--- src/rsc_pkg.sv ---
// ----------------------------------------------------------------------------
// rsc_pkg
// Types, widths and constants shared by the rotary sin/cos generator.
// ----------------------------------------------------------------------------
package rsc_pkg;

	localparam int POS_W        = 15;
	localparam int IDX_W        = 6;
	localparam int CNT_W        = 7;
	localparam int THETA_W      = 21;
	localparam int VAL_W        = 16;
	localparam int E_W          = 22;
	localparam int N_W          = 6;
	localparam int F_W          = 16;
	localparam int M_W          = 31;
	localparam int T_W          = 39;
	localparam int V_W          = 54;
	localparam int ANG_W        = 24;
	localparam int XY_W         = 34;
	localparam int Z_W          = 25;
	localparam int EXP_STEPS    = 16;
	localparam int CORDIC_STEPS = 20;
	localparam int CFG_IDX_W    = 1;

	localparam int DEF_MAX_POSITIONS = 32768;
	localparam int DEF_MAX_PAIRS     = 64;

	localparam logic [CFG_IDX_W-1:0] CFG_LOG2_THETA = 1'd0;
	localparam logic [CFG_IDX_W-1:0] CFG_PAIRS      = 1'd1;

	localparam logic [THETA_W-1:0] LOG2_THETA_RST = 21'd870824;
	localparam logic [CNT_W-1:0]   PAIRS_RST      = 7'd32;

	localparam logic [29:0]          TURN_RECIP  = 30'd683565276;
	localparam logic signed [XY_W-1:0] CORDIC_GAIN = 34'sd652032874;

	// 2^(-2^-k) in Q.30, built as a chain of floor square roots
	function automatic logic [M_W-1:0] root_const(input int k);
		logic [63:0] c;
		logic [63:0] x;
		logic [30:0] r;
		logic [30:0] cand;
		c = 64'd1 << 29;
		for (int j = 1; j <= k; j++) begin
			x = c << 30;
			r = '0;
			for (int b = 30; b >= 0; b--) begin
				cand = r | (31'd1 << b);
				if (({33'd0, cand} * {33'd0, cand}) <= x)
					r = cand;
			end
			c = {33'd0, r};
		end
		return c[M_W-1:0];
	endfunction

	function automatic logic [21:0] atan_const(input int k);
		logic [21:0] a;
		case (k)
			0:       a = 22'd2097152;
			1:       a = 22'd1238021;
			2:       a = 22'd654136;
			3:       a = 22'd332050;
			4:       a = 22'd166669;
			5:       a = 22'd83416;
			6:       a = 22'd41718;
			7:       a = 22'd20860;
			8:       a = 22'd10430;
			9:       a = 22'd5215;
			10:      a = 22'd2608;
			11:      a = 22'd1304;
			12:      a = 22'd652;
			13:      a = 22'd326;
			14:      a = 22'd163;
			15:      a = 22'd81;
			16:      a = 22'd41;
			17:      a = 22'd20;
			18:      a = 22'd10;
			default: a = 22'd5;
		endcase
		return a;
	endfunction

	// round Q.30 to Q1.15 with saturation
	function automatic logic [VAL_W-1:0] to_q15(input logic signed [XY_W-1:0] v);
		logic signed [XY_W-1:0] r;
		logic [VAL_W-1:0] o;
		r = (v + XY_W'(16384)) >>> 15;
		if (r > XY_W'(32767))
			o = 16'h7FFF;
		else if (r < -XY_W'(32768))
			o = 16'h8000;
		else
			o = r[VAL_W-1:0];
		return o;
	endfunction

	typedef struct packed {
		logic             vld;
		logic [IDX_W-1:0] idx;
		logic             lst;
		logic [POS_W-1:0] pos;
		logic [N_W-1:0]   n;
		logic [F_W-1:0]   f;
		logic [M_W-1:0]   m;
	} exp_t;

	typedef struct packed {
		logic             vld;
		logic [IDX_W-1:0] idx;
		logic             lst;
		logic [POS_W-1:0] pos;
		logic [N_W-1:0]   n;
		logic [V_W-1:0]   val;
	} mid_t;

	typedef struct packed {
		logic                   vld;
		logic [IDX_W-1:0]       idx;
		logic                   lst;
		logic [1:0]             quad;
		logic signed [XY_W-1:0] x;
		logic signed [XY_W-1:0] y;
		logic signed [Z_W-1:0]  z;
	} cor_t;

	typedef struct packed {
		logic             vld;
		logic [IDX_W-1:0] idx;
		logic [VAL_W-1:0] cos_v;
		logic [VAL_W-1:0] sin_v;
		logic             lst;
	} res_t;

endpackage

--- src/rsc_cordic_cell.sv ---
// ----------------------------------------------------------------------------
// rsc_cordic_cell
// One CORDIC rotation step with arctangent in Q0.24 turns.
// ----------------------------------------------------------------------------
module rsc_cordic_cell #(
	parameter int K = 0
) (
	input  logic          clk,
	input  logic          arst_n,
	input  logic          en,
	input  rsc_pkg::cor_t d,
	output rsc_pkg::cor_t q
);
	import rsc_pkg::*;

	localparam logic signed [Z_W-1:0] ATAN = Z_W'(atan_const(K));

	logic signed [XY_W-1:0] dx, dy;
	cor_t                   nx;

	assign dx = d.y >>> K;
	assign dy = d.x >>> K;

	always_comb begin
		nx = d;
		if (!d.z[Z_W-1]) begin
			nx.x = d.x - dx;
			nx.y = d.y + dy;
			nx.z = d.z - ATAN;
		end else begin
			nx.x = d.x + dx;
			nx.y = d.y - dy;
			nx.z = d.z + ATAN;
		end
	end

	always_ff @(posedge clk or negedge arst_n) begin
		if (!arst_n) begin
			q <= '0;
		end else if (en) begin
			q <= nx;
		end
	end

endmodule

--- config.mk ---
export PLATFORM = sky130hd
export DESIGN_NAME = rsc_cordic_cell
export DESIGN_NICKNAME = d
export VERILOG_FILES = /design/src/rsc_pkg.sv /design/src/rsc_cordic_cell.sv
export SDC_FILE = /design/constraint.sdc
export NUM_CORES = 1
export LEC_CHECK = 0
export BUFFER_PORTS_ARGS = -buffer_cell sky130_fd_sc_hd__buf_2
export CAP_MARGIN = 20
export CORE_ASPECT_RATIO = 1.2
export CORE_MARGIN = 2
export CORE_UTILIZATION = 35
export CTS_BUF_LIST = sky130_fd_sc_hd__clkbuf_8 sky130_fd_sc_hd__clkbuf_16
export DETAILED_ROUTE_END_ITERATION = 10
export GPL_ROUTABILITY_DRIVEN = 0
export PLACE_DENSITY = 0.54
export SYNTH_ARGS = -nofsm -noshare
export SYNTH_HDL_FRONTEND = slang
export SYNTH_SLANG_ARGS = --single-unit
--- constraint.sdc ---
create_clock -name clk -period 1 [get_ports clk]
set_input_delay 0.1 -clock clk [delete_from_list [all_inputs] [get_ports clk]]
set_output_delay 0.1 -clock clk [all_outputs]
set_load 0.02 [all_outputs]
# Yosys cells after proc, flatten, opt, wreduce, memory -nomap -nowiden
# Index checks and enable logic that the tools add are counted.
# word_totals
out_inout_bits	103
inputBits	106
elab_cells	13
register_bits	103
# classes
n_addsub	5
mux	1
# op_table
operator	n
$mux 93	1
$sub 34x34->34	2
$add 34x34->34	1
$add 25x23->25 const B	1
$sub 25x23->25 const B	1

# Longest topological paths before layout
# Gate-level depths: netlist (run 1).
# depth
ltp_word	2
depth_mapped	13
depth_no_buf	12

# Least setup slack after synthesis (run 1)
# Ideal clock, no wire load.
# synth_timing
kind	input to register
from	input d[34] (netlist name)
to	register q[57] (netlist name)
setup_time_ns	0.124
n_path_buf	1
arrival_time_ns	2.518
slack_ns	-1.642
path_stages	12
cell_sequence	inv_1 ha_1 buf_6 inv_4 a21o_1 a221o_1 a221oi_4 a21oi_2 nor4b_4 o31ai_2 a221o_1 a211o_1
# synth_via
elab_chain_cells	2
elab_cells_between_ends	3
cone_classes	2 x add/sub; 1 x mux
# synth_lines
item	line	source
from (decl)	rsc_cordic_cell.sv:11	input rsc_pkg::cor_t d,
$add 34x34->34 or $sub 34x34->34 (tied branches)	rsc_cordic_cell.sv:28, rsc_cordic_cell.sv:32	
$mux 93 *	rsc_cordic_cell.sv:26	if (!d.z[Z_W-1]) begin
to (signal assigned)	rsc_cordic_cell.sv:41	q <= nx;
to (decl)	rsc_cordic_cell.sv:12	output rsc_pkg::cor_t q
# Mark *: on every way between the ends. The rest lies on a longest branch, timed or not.
# A chain may end at the register's enable or synchronous reset.

# Final worst setup path (run 1)
# layout_timing
from	input d[59] (netlist name)
to	register q[91] (netlist name)
# layout_via
elab_chain_cells	2
elab_cells_between_ends	3
cone_classes	2 x add/sub; 1 x mux
# layout_lines
item	line
$sub 34x34->34 or $add 34x34->34 (tied branches)	rsc_cordic_cell.sv:27, rsc_cordic_cell.sv:31
$mux 93 *	rsc_cordic_cell.sv:26
# Marks and branches as above.

==> impl_results.html, run 1 <==
<table>
<tr><th>Metric</th><th>Value</th></tr>
<tr><th colspan="2">Placement</th></tr>
<tr><td>Placed wire-length estimate after detailed placement</td><td>31400 um</td></tr>
<tr><td>Count of input and output buffers</td><td>208</td></tr>
<tr><td>Placed Instances</td><td>2072</td></tr>
<tr><th colspan="2">Clock tree</th></tr>
<tr><td># H-tree levels</td><td>3</td></tr>
<tr><td>Worst-skew pair later-pin latency</td><td>~0.36 ns</td></tr>
<tr><td>Clock transition at the registers of the reported paths</td><td>0.08 ns</td></tr>
<tr><td>Clock tree from TritonCTS</td><td>built</td></tr>
<tr><td>Max clock buf depth</td><td>2</td></tr>
<tr><td>Clock sink total</td><td>102</td></tr>
<tr><td>CTS Buf Count</td><td>9</td></tr>
<tr><td>CTS root buf</td><td>sky130_fd_sc_hd__clkbuf_16</td></tr>
<tr><th colspan="2">Critical path</th></tr>
<tr><td>Crit path max-delay cell type</td><td>sky130_fd_sc_hd__o41a_1</td></tr>
<tr><td>CP Data Arrival Time</td><td>between 2 and 3 ns</td></tr>
<tr><td>Largest stage delay, worst path</td><td>0.40 ns</td></tr>
<tr><td>Setup crit end kind</td><td>flip-flop</td></tr>
<tr><td>Cell repeated most along the worst path</td><td>sky130_fd_sc_hd__a21oi_2</td></tr>
<tr><td>Maximum fanout count along the critical path</td><td>3</td></tr>
<tr><td>Nature of the critical path startpoint</td><td>input pin</td></tr>
<tr><td>Critical-path cell list</td><td>buf_12, clkinv_8, ha_4, fa_2, nor2b_4, o31a_1, o41a_1, a211oi_4, a21oi_2, a21oi_2, o21ai_2, mux2_4, a211o_2</td></tr>
<tr><td>Startpoint-to-endpoint class of the critical path</td><td>input pin to flip-flop</td></tr>
<tr><td>Data required time of the worst path</td><td>1.26 ns</td></tr>
<tr><td>Kind of cell adding the most delay to the critical path</td><td>compound AO/OA/AOI/OAI gates</td></tr>
<tr><td>Number of buffers and inverters on the critical path</td><td>2</td></tr>
<tr><th colspan="2">Global route</th></tr>
<tr><td>Maximum number of pins on one net before global-route repair</td><td>35</td></tr>
<tr><td>Global-route wire length before repair</td><td>~64000 um</td></tr>
<tr><td>Total congestion overflow</td><td>0</td></tr>
<tr><td>Initial antenna violation count</td><td>0</td></tr>
<tr><td>Vias in the first global route</td><td>12363</td></tr>
<tr><td>Total routing resource utilization after global routing</td><td>0.279</td></tr>
<tr><th colspan="2">STA</th></tr>
<tr><td>Measured slew at the worst slew-check pin</td><td>slightly above 0.6 ns</td></tr>
<tr><td>Minimum clock period</td><td>approximately 2.4 ns</td></tr>
<tr><td>Final worst setup slack</td><td>-1.39 ns</td></tr>
<tr><td>Max-slew headroom</td><td>0.589</td></tr>
<tr><td>Total negative slack</td><td>-68.66 ns</td></tr>
<tr><td>Total setup violations reported at the end of the flow</td><td>116</td></tr>
<tr><td>Peak Freq</td><td>419 MHz</td></tr>
<tr><td>Hold violation count in the final report</td><td>0</td></tr>
<tr><td>Largest clock skew in the final design</td><td>0 ns</td></tr>
<tr><td>Final worst path period share</td><td>2.39</td></tr>
<tr><td>Max-slew violation count</td><td>0</td></tr>
<tr><td>RSZ-0062 raised after global routing</td><td>yes</td></tr>
<tr><th colspan="2">Floorplan</th></tr>
<tr><td>Floorplan die width</td><td>156 um</td></tr>
<tr><td>Starting Density</td><td>0.357</td></tr>
<tr><td>Row Count</td><td>between 60 and 70</td></tr>
<tr><td>Core Area</td><td>27300 sq um</td></tr>
<tr><td>Area of the die</td><td>between 20000 and 30000 sq um</td></tr>
<tr><td>Die Height</td><td>187 um</td></tr>
<tr><td>Count of boundary I/O pins</td><td>between 200 and 250</td></tr>
<tr><th colspan="2">Route</th></tr>
<tr><td>Via count</td><td>12100</td></tr>
<tr><td>Via density</td><td>5.35</td></tr>
<tr><td>Count of nets left with antenna violations after detail routing</td><td>0</td></tr>
<tr><td>Drt wl/cell</td><td>19.0 um</td></tr>
<tr><td>Routed WL</td><td>43000 um</td></tr>
<tr><td>Starting DRT DRC Count</td><td>677</td></tr>
<tr><td>Detailed Routing Iterations Pass 1</td><td>5</td></tr>
<tr><td>Residual DRC count</td><td>0</td></tr>
<tr><th colspan="2">Synthesis</th></tr>
<tr><td>Most area-hungry cell type in the Yosys netlist</td><td>sky130_fd_sc_hd__dfrtp_1</td></tr>
<tr><td>Largest cells by area after synthesis</td><td>sky130_fd_sc_hd__dfrtp_1 26%, sky130_fd_sc_hd__ha_1 13%, sky130_fd_sc_hd__a21oi_1 7.8%</td></tr>
<tr><td>Cell area after synthesis</td><td>between 9000 and 10000 sq um</td></tr>
<tr><td>Synth warnings</td><td>0</td></tr>
<tr><td>Share of synthesized area occupied by flip-flops and latches</td><td>0.262</td></tr>
<tr><td>Post-synthesis cell count</td><td>1191</td></tr>
<tr><td>Share of Yosys cell area claimed by the top area cell type</td><td>0.262</td></tr>
<tr><td>Flop and latch count out of synthesis</td><td>102</td></tr>
<tr><td>Top cell types by occurrence after synthesis</td><td>152 x sky130_fd_sc_hd__a21oi_1, 124 x sky130_fd_sc_hd__nor2_1, 105 x sky130_fd_sc_hd__inv_1, 102 x sky130_fd_sc_hd__dfrtp_1, 101 x sky130_fd_sc_hd__ha_1</td></tr>
<tr><td>Number of enable-type register cells in the synthesized netlist</td><td>0</td></tr>
<tr><td>Asr flop ratio synth</td><td>1.00</td></tr>
<tr><td>Leading register cell type out of synthesis</td><td>sky130_fd_sc_hd__dfrtp_1</td></tr>
<tr><td>Synthesized area per cell</td><td>8.17 sq um</td></tr>
<tr><td>Count of different cell masters after synthesis</td><td>77</td></tr>
<tr><td>Synthesized netlist net count</td><td>about 1400</td></tr>
<tr><td>Most frequent cell after synthesis</td><td>sky130_fd_sc_hd__a21oi_1</td></tr>
<tr><th colspan="2">Pwr</th></tr>
<tr><td>PD cells</td><td>1200 nW/um^2</td></tr>
<tr><td>Fraction of power consumed by the clock network</td><td>0.176</td></tr>
<tr><td>Total internal power</td><td>14200 uW</td></tr>
<tr><td>Switching power summed over all nets</td><td>8730 uW</td></tr>
<tr><td>Switch share</td><td>0.381</td></tr>
<tr><td>Comb pwr share</td><td>0.584</td></tr>
<tr><td>Leakage power</td><td>0.00887 uW</td></tr>
<tr><td>Worst vdd rail ir drop</td><td>0.736 mV</td></tr>
<tr><td>Part of the power in registers</td><td>0.240</td></tr>
<tr><th colspan="2">Final layout</th></tr>
<tr><td>Registers with the most flip-flops</td><td>q x102</td></tr>
<tr><td>Max FFs per register</td><td>roughly 100</td></tr>
<tr><td>Post-synthesis to final-layout area growth</td><td>95.7%</td></tr>
<tr><td>Non-filler cells, final</td><td>2262</td></tr>
<tr><td>Most flop-heavy register</td><td>q</td></tr>
<tr><td>Fraction of layout cells with a size suffix above 1</td><td>0.585</td></tr>
<tr><td>Nets@finish</td><td>approximately 2100</td></tr>
<tr><td>Fillers</td><td>roughly 2000</td></tr>
<tr><td>Diode insertion count for antenna repair</td><td>0</td></tr>
<tr><th colspan="2">Run status</th></tr>
<tr><td>Result of the run</td><td>finished, violations left</td></tr>
<tr><td>Violations in the final reports</td><td>negative setup slack</td></tr>
<tr><th colspan="2">Min path</th></tr>
<tr><td>Hold Path Class</td><td>input pin to flip-flop</td></tr>
<tr><th colspan="2">Flow run</th></tr>
<tr><td>MaxCap Viol Count</td><td>0</td></tr>
</table>
metrics by stage:
stage	util	total power (uW)	setup WS [ns]	cell area (sq um)	hold WS, ns
floorplan	-	10300	-1.54	10400	-0.196
global placement	0.535	14600	-1.93	14600	-0.000677
detailed placement	0.535	14700	-1.95	14600	-0.00146
CTS	0.656	21600	-1.41	17900	0.00482
global route	0.698	23900	-1.46	19000	0.0167
finish	0.698	22900	-1.39	19000	0.00819
cell families after synthesis:
kind of cell    share of synthesized area
buf+inv                            0.0696
compound gates                      0.268
fa+ha+maj                           0.138
xor+xnor                           0.0513
simple gates                        0.139
mux                                0.0716
flops                               0.262
worst paths after layout:
path                                    from                  to  slack, ns  cells after the start
min in group asynchronous             arst_n   q[84]$_DFFE_PN0P_       0.16                      2
hold reg to reg            q[94]$_DFFE_PN0P_   q[94]$_DFFE_PN0P_       0.51                      1
hold / removal                        d[102]  q[102]$_DFFE_PN0P_      0.008                      2
max in group asynchronous             arst_n   q[10]$_DFFE_PN0P_       0.36                      3
setup / recovery                       d[59]   q[91]$_DFFE_PN0P_      -1.39                     13
setup reg to reg           q[91]$_DFFE_PN0P_   q[91]$_DFFE_PN0P_      -0.04                      3
layer usage:
layer  track usage  share of wire  wire, um  vias to the layer above
met4         0.125          0.047      2040                        0
met2         0.506           0.51     22000                      494
li1              -              -         -                     5676
met3        0.0362          0.054      2310                      124
met5             0              0         0                        -
met1         0.323           0.39     16700                     5806
power by group through the flow:
stage / clock network [uW] / registers, uW / logic, uW
after floorplan: 0 / 6220 / 4120
after global placement: 0 / 5360 / 9280
after detailed placement: 0 / 5380 / 9340
after CTS: 4090 / 5440 / 12100
after global routing: 4200 / 5550 / 14100
final: 4030 / 5490 / 13400
cells in the final DEF (no fill, tap or decap), types with 14 or more instances in the layout:
| cell type | instances |
|---|---|
| sky130_fd_sc_hd__buf_4 | 478 |
| sky130_fd_sc_hd__buf_6 | 174 |
| sky130_fd_sc_hd__nor2_1 | 112 |
| sky130_fd_sc_hd__dfrtp_1 | 100 |
| sky130_fd_sc_hd__a21oi_1 | 96 |
| sky130_fd_sc_hd__inv_1 | 76 |
| sky130_fd_sc_hd__buf_2 | 74 |
| sky130_fd_sc_hd__ha_1 | 60 |
| sky130_fd_sc_hd__a21oi_2 | 45 |
| sky130_fd_sc_hd__xnor2_1 | 36 |
| sky130_fd_sc_hd__mux2_2 | 35 |
| sky130_fd_sc_hd__nand2_1 | 34 |
| sky130_fd_sc_hd__dlygate4sd3_1 | 31 |
| sky130_fd_sc_hd__ha_4 | 30 |
| sky130_fd_sc_hd__a21o_1 | 25 |
| sky130_fd_sc_hd__o21ai_0 | 21 |
| sky130_fd_sc_hd__o21ai_2 | 18 |
| sky130_fd_sc_hd__o21bai_1 | 17 |
| sky130_fd_sc_hd__o211ai_1 | 17 |
| sky130_fd_sc_hd__o21ai_1 | 17 |
| sky130_fd_sc_hd__nand4_1 | 16 |
| sky130_fd_sc_hd__nand3_1 | 15 |
| sky130_fd_sc_hd__nor3_1 | 14 |
final cells by class:
cell class,instances,area [sq um],area share
clock buffer,10,239,0.0126
clock inverter,6,85.1,0.00447
inverter,109,517,0.0271
multi-input combinational,915,8580,0.451
sequential,102,2550,0.134
tap,340,425,0.0223
timing repair buffer,780,6630,0.348
timing repair:
item,in CTS,in global routing
pin swaps,209,193
gates resized for setup,481,198
hold buffers,31,0
setup endpoints to repair,148,164
endpoints found under the hold margin,132,0
buffers inserted,112,55
(Power assumes the default switching activity.)
==> run 2: changes to the inputs <==
--- a/config.mk
+++ b/config.mk
@@ -14,6 +14,7 @@
 export DETAILED_ROUTE_END_ITERATION = 10
 export GPL_ROUTABILITY_DRIVEN = 0
 export PLACE_DENSITY = 0.54
+export SKIP_CTS_REPAIR_TIMING = 1
 export SYNTH_ARGS = -nofsm -noshare
 export SYNTH_HDL_FRONTEND = slang
 export SYNTH_SLANG_ARGS = --single-unit
==> constraint.sdc (replaced) <==
create_clock -name clk -period 2.7 [get_ports clk]
set_input_delay 0.27 -clock clk [delete_from_list [all_inputs] [get_ports clk]]
set_output_delay 0.27 -clock clk [all_outputs]
set_load 0.02 [all_outputs]
==> run 2 against run 1 <==
The flow finishes with violations (negative hold slack, negative setup slack). Flip-flop and latch count stayed put. Sequential power decreased by 64%. Design area shrank 27%. Global-route usage decreased by 3.6 points. Register-to-register slack better by 1.8 ns. Wire length is 16% lower. Total power decreased by 71%. Combinational power shrank 76%. Worst hold slack worse by 0.057 ns. Die area unchanged. Via count fell by 13%. Critical endpoint is now q[57]$_DFFE_PN0P_.
==> impl_results.html, run 2 (same netlist as run 1, synthesis figures left out) <==
<table>
<tr><th>Metric</th><th>Value</th></tr>
<tr><th colspan="2">Run status</th></tr>
<tr><td>Result of the run</td><td>finished, violations left</td></tr>
<tr><td>Violations in the final reports</td><td>negative hold slack, negative setup slack</td></tr>
<tr><th colspan="2">STA</th></tr>
<tr><td>Max-slew headroom</td><td>0.512 (-0.0768)</td></tr>
<tr><td>Final worst path period share</td><td>1.04</td></tr>
<tr><td>Peak Freq</td><td>357 MHz</td></tr>
<tr><td>Total setup violations reported at the end of the flow</td><td>2 (-98%)</td></tr>
<tr><td>Hold violation count in the final report</td><td>50 (+50)</td></tr>
<tr><td>Minimum clock period</td><td>2.80 ns</td></tr>
<tr><td>Largest clock skew in the final design</td><td>0 ns (unchanged)</td></tr>
<tr><td>Minimum hold slack</td><td>-0.0489 ns (-0.0570 ns)</td></tr>
<tr><td>Final worst setup slack</td><td>-0.102 ns (+1.28 ns)</td></tr>
<tr><td>RSZ-0062 raised after global routing</td><td>yes</td></tr>
<tr><td>Measured slew at the worst slew-check pin</td><td>0.731 ns (+0.120 ns)</td></tr>
<tr><td>Max-slew violation count</td><td>0 (unchanged)</td></tr>
<tr><th colspan="2">Critical path</th></tr>
<tr><td>Startpoint-to-endpoint class of the critical path</td><td>input pin to flip-flop</td></tr>
<tr><td>CP Data Arrival Time</td><td>3.07 ns (+0.42 ns)</td></tr>
<tr><td>Setup crit end kind</td><td>flip-flop</td></tr>
<tr><td>Nature of the critical path startpoint</td><td>input pin</td></tr>
<tr><td>Data required time of the worst path</td><td>2.97 ns (+1.71 ns)</td></tr>
<tr><td>Maximum fanout count along the critical path</td><td>5 (+2)</td></tr>
<tr><th colspan="2">Clock tree</th></tr>
<tr><td>CTS root buf</td><td>sky130_fd_sc_hd__clkbuf_16</td></tr>
<tr><td>Worst-skew pair later-pin latency</td><td>0.36 ns (about the same)</td></tr>
<tr><td>Max clock buf depth</td><td>2 (unchanged)</td></tr>
<tr><td>Clock tree from TritonCTS</td><td>built</td></tr>
<tr><td>CTS Buf Count</td><td>9 (unchanged)</td></tr>
<tr><td>Clock sink total</td><td>102 (unchanged)</td></tr>
<tr><td># H-tree levels</td><td>3 (unchanged)</td></tr>
<tr><td>Clock transition at the registers of the reported paths</td><td>0.09 ns (about the same)</td></tr>
<tr><th colspan="2">Final layout</th></tr>
<tr><td>Sequential standard cell area</td><td>2550 sq um (about the same)</td></tr>
<tr><td>Commonest non-fill, non-tap cells in the layout</td><td>299 x sky130_fd_sc_hd__buf_4, 205 x sky130_fd_sc_hd__buf_2, 143 x sky130_fd_sc_hd__a21oi_1</td></tr>
<tr><td>Most flop-heavy register</td><td>q</td></tr>
<tr><td>Diode insertion count for antenna repair</td><td>0 (unchanged)</td></tr>
<tr><td>Max FFs per register</td><td>102 (unchanged)</td></tr>
<tr><td>Nets@finish</td><td>1854 (-13%)</td></tr>
<tr><td>Most common library cell in the layout ignoring fill and taps</td><td>sky130_fd_sc_hd__buf_4</td></tr>
<tr><td>Area of the multi-input gates</td><td>6880 sq um (-20%)</td></tr>
<tr><td>Fillers</td><td>2656 (+31%)</td></tr>
<tr><td>Post-synthesis to final-layout area growth</td><td>42.8%</td></tr>
<tr><td>Registers with the most flip-flops</td><td>q x102</td></tr>
<tr><td>Final design utilization</td><td>0.510 (-0.189)</td></tr>
<tr><td>Fraction of layout cells with a size suffix above 1</td><td>0.393 (-0.193)</td></tr>
<tr><th colspan="2">Floorplan</th></tr>
<tr><td>Count of boundary I/O pins</td><td>209 (unchanged)</td></tr>
<tr><td>Floorplan die width</td><td>156 um (unchanged)</td></tr>
<tr><td>Area of the die</td><td>29100 sq um (unchanged)</td></tr>
<tr><td>Die Height</td><td>187 um (unchanged)</td></tr>
<tr><td>Starting Density</td><td>0.357 (unchanged)</td></tr>
<tr><td>Row Count</td><td>66 (unchanged)</td></tr>
<tr><td>Core Area</td><td>27300 sq um (unchanged)</td></tr>
<tr><th colspan="2">Route</th></tr>
<tr><td>Via count</td><td>10582 (-13%)</td></tr>
<tr><td>Detailed Routing Iterations Pass 1</td><td>5 (unchanged)</td></tr>
<tr><td>Count of nets left with antenna violations after detail routing</td><td>0 (unchanged)</td></tr>
<tr><td>Starting DRT DRC Count</td><td>557 (-18%)</td></tr>
<tr><td>Drt wl/cell</td><td>18.1 um (-4.6%)</td></tr>
<tr><td>Via density</td><td>5.32 (-0.49%)</td></tr>
<tr><td>Residual DRC count</td><td>0 (unchanged)</td></tr>
<tr><td>Routed WL</td><td>36100 um (-16%)</td></tr>
<tr><th colspan="2">Pwr</th></tr>
<tr><td>Leakage power</td><td>0.00678 uW (-23%)</td></tr>
<tr><td>Worst vdd rail ir drop</td><td>0.431 mV (-41%)</td></tr>
<tr><td>PD cells</td><td>476 nW/um^2 (-60%)</td></tr>
<tr><td>Power, Total</td><td>6610 uW (-71%)</td></tr>
<tr><th colspan="2">Global route</th></tr>
<tr><td>Maximum number of pins on one net before global-route repair</td><td>63 (+80%)</td></tr>
<tr><td>Global-route wire length before repair</td><td>56400 um (-12%)</td></tr>
<tr><td>Total routing resource utilization after global routing</td><td>0.243 (-0.0361)</td></tr>
<tr><td>Total congestion overflow</td><td>0 (unchanged)</td></tr>
<tr><td>Vias in the first global route</td><td>10571 (-14%)</td></tr>
<tr><td>Initial antenna violation count</td><td>0 (unchanged)</td></tr>
<tr><th colspan="2">Placement</th></tr>
<tr><td>Placed wire-length estimate after detailed placement</td><td>29200 um (-7.2%)</td></tr>
<tr><td>Count of input and output buffers</td><td>208 (unchanged)</td></tr>
<tr><th colspan="2">Min path</th></tr>
<tr><td>Hold Path Class</td><td>input pin to asynchronous set/reset pin</td></tr>
<tr><th colspan="2">Flow run</th></tr>
<tr><td>MaxCap Viol Count</td><td>0 (unchanged)</td></tr>
</table>
==> run 2: cell count changes in the layout (fill, tap and decap cells not counted), moves of 14 or more <==
| cell | previous run | this run |
|---|---|---|
| sky130_fd_sc_hd__a21oi_1 | 96 | 143 |
| sky130_fd_sc_hd__a21oi_2 | 45 | 9 |
| sky130_fd_sc_hd__buf_2 | 74 | 205 |
| sky130_fd_sc_hd__buf_4 | 478 | 299 |
| sky130_fd_sc_hd__buf_6 | 174 | 0 |
| sky130_fd_sc_hd__dlygate4sd3_1 | 31 | 0 |
| sky130_fd_sc_hd__ha_1 | 60 | 86 |
| sky130_fd_sc_hd__ha_4 | 30 | 9 |
| sky130_fd_sc_hd__inv_1 | 76 | 100 |
| sky130_fd_sc_hd__nand2_1 | 34 | 48 |
| sky130_fd_sc_hd__o21ai_0 | 21 | 55 |
| sky130_fd_sc_hd__o21ai_2 | 18 | 2 |
==> run 2: path summary, 6_finish.rpt <==
check	start	end	slack [ns]	cells after the start
setup / recovery	d[65]	q[57]$_DFFE_PN0P_	-0.10	14
hold / removal	arst_n	q[10]$_DFFE_PN0P_	-0.05	1
setup reg to reg	q[91]$_DFFE_PN0P_	q[91]$_DFFE_PN0P_	1.74	2
hold reg to reg	q[24]$_DFFE_PN0P_	q[24]$_DFFE_PN0P_	0.48	1
max in group asynchronous	arst_n	q[79]$_DFFE_PN0P_	2.04	2
min in group clk	d[20]	q[20]$_DFFE_PN0P_	0.12	2
==> run 2: final cells by class <==
type / count / share of cell area
Clock buffer: 9 / 0.0162
Tap cell: 340 / 0.0306
Inverter: 109 / 0.0303
Timing Repair Buffer: 506 / 0.238
Sequential cell: 102 / 0.184
Clock inverter: 7 / 0.00531
Multi-Input combinational cell: 915 / 0.495
==> run 2: critical path, cell delays in order <==
cell                       delay [ns]
sky130_fd_sc_hd__buf_2           0.13
sky130_fd_sc_hd__ha_4            0.25
sky130_fd_sc_hd__buf_4           0.15
sky130_fd_sc_hd__nor2_4          0.12
sky130_fd_sc_hd__a311oi_2        0.12
sky130_fd_sc_hd__a21oi_2         0.19
sky130_fd_sc_hd__nand4_1         0.30
sky130_fd_sc_hd__a21oi_2         0.33
sky130_fd_sc_hd__nor4b_4         0.07
sky130_fd_sc_hd__buf_4           0.17
sky130_fd_sc_hd__o31ai_4         0.31
sky130_fd_sc_hd__buf_4           0.17
sky130_fd_sc_hd__and2b_2         0.20
sky130_fd_sc_hd__a211o_1         0.26
==> run 2: per-layer routing <==
layer / GRT usage / up-vias / share of wire
met3: 0.0323 / 72 / 0.052
met1: 0.301 / 4979 / 0.42
li1: - / 5153 / -
met5: 0 / - / 0
met4: 0.0730 / 0 / 0.030
met2: 0.434 / 378 / 0.49
==> run 2: metrics by stage <==
stage	std cells	TNS, ns	cell area, sq um	setup slack [ns]	hold WS, ns
finish	1988	-0.107	13900	-0.102	-0.0489
global route	1988	-0.532	13900	-0.144	0.0256
CTS	1978	-3.22	13400	-0.444	-0.0241
detailed placement	1962	-15.89	13200	-0.832	0.371
global placement	1962	-14.73	13200	-0.751	0.366
floorplan	1191	-0.00785	9760	-0.00785	-0.0256
==> run 2: report_power, final <==
| group | total [uW] | internal, uW | switching, uW | leakage, uW |
|---|---|---|---|---|
| clock network | 1410 | 725 | 680 | 0.000140 |
| logic | 3250 | 1420 | 1830 | 0.00547 |
| registers | 1950 | 1800 | 152 | 0.00118 |
| total | 6610 | 3940 | 2660 | 0.00678 |
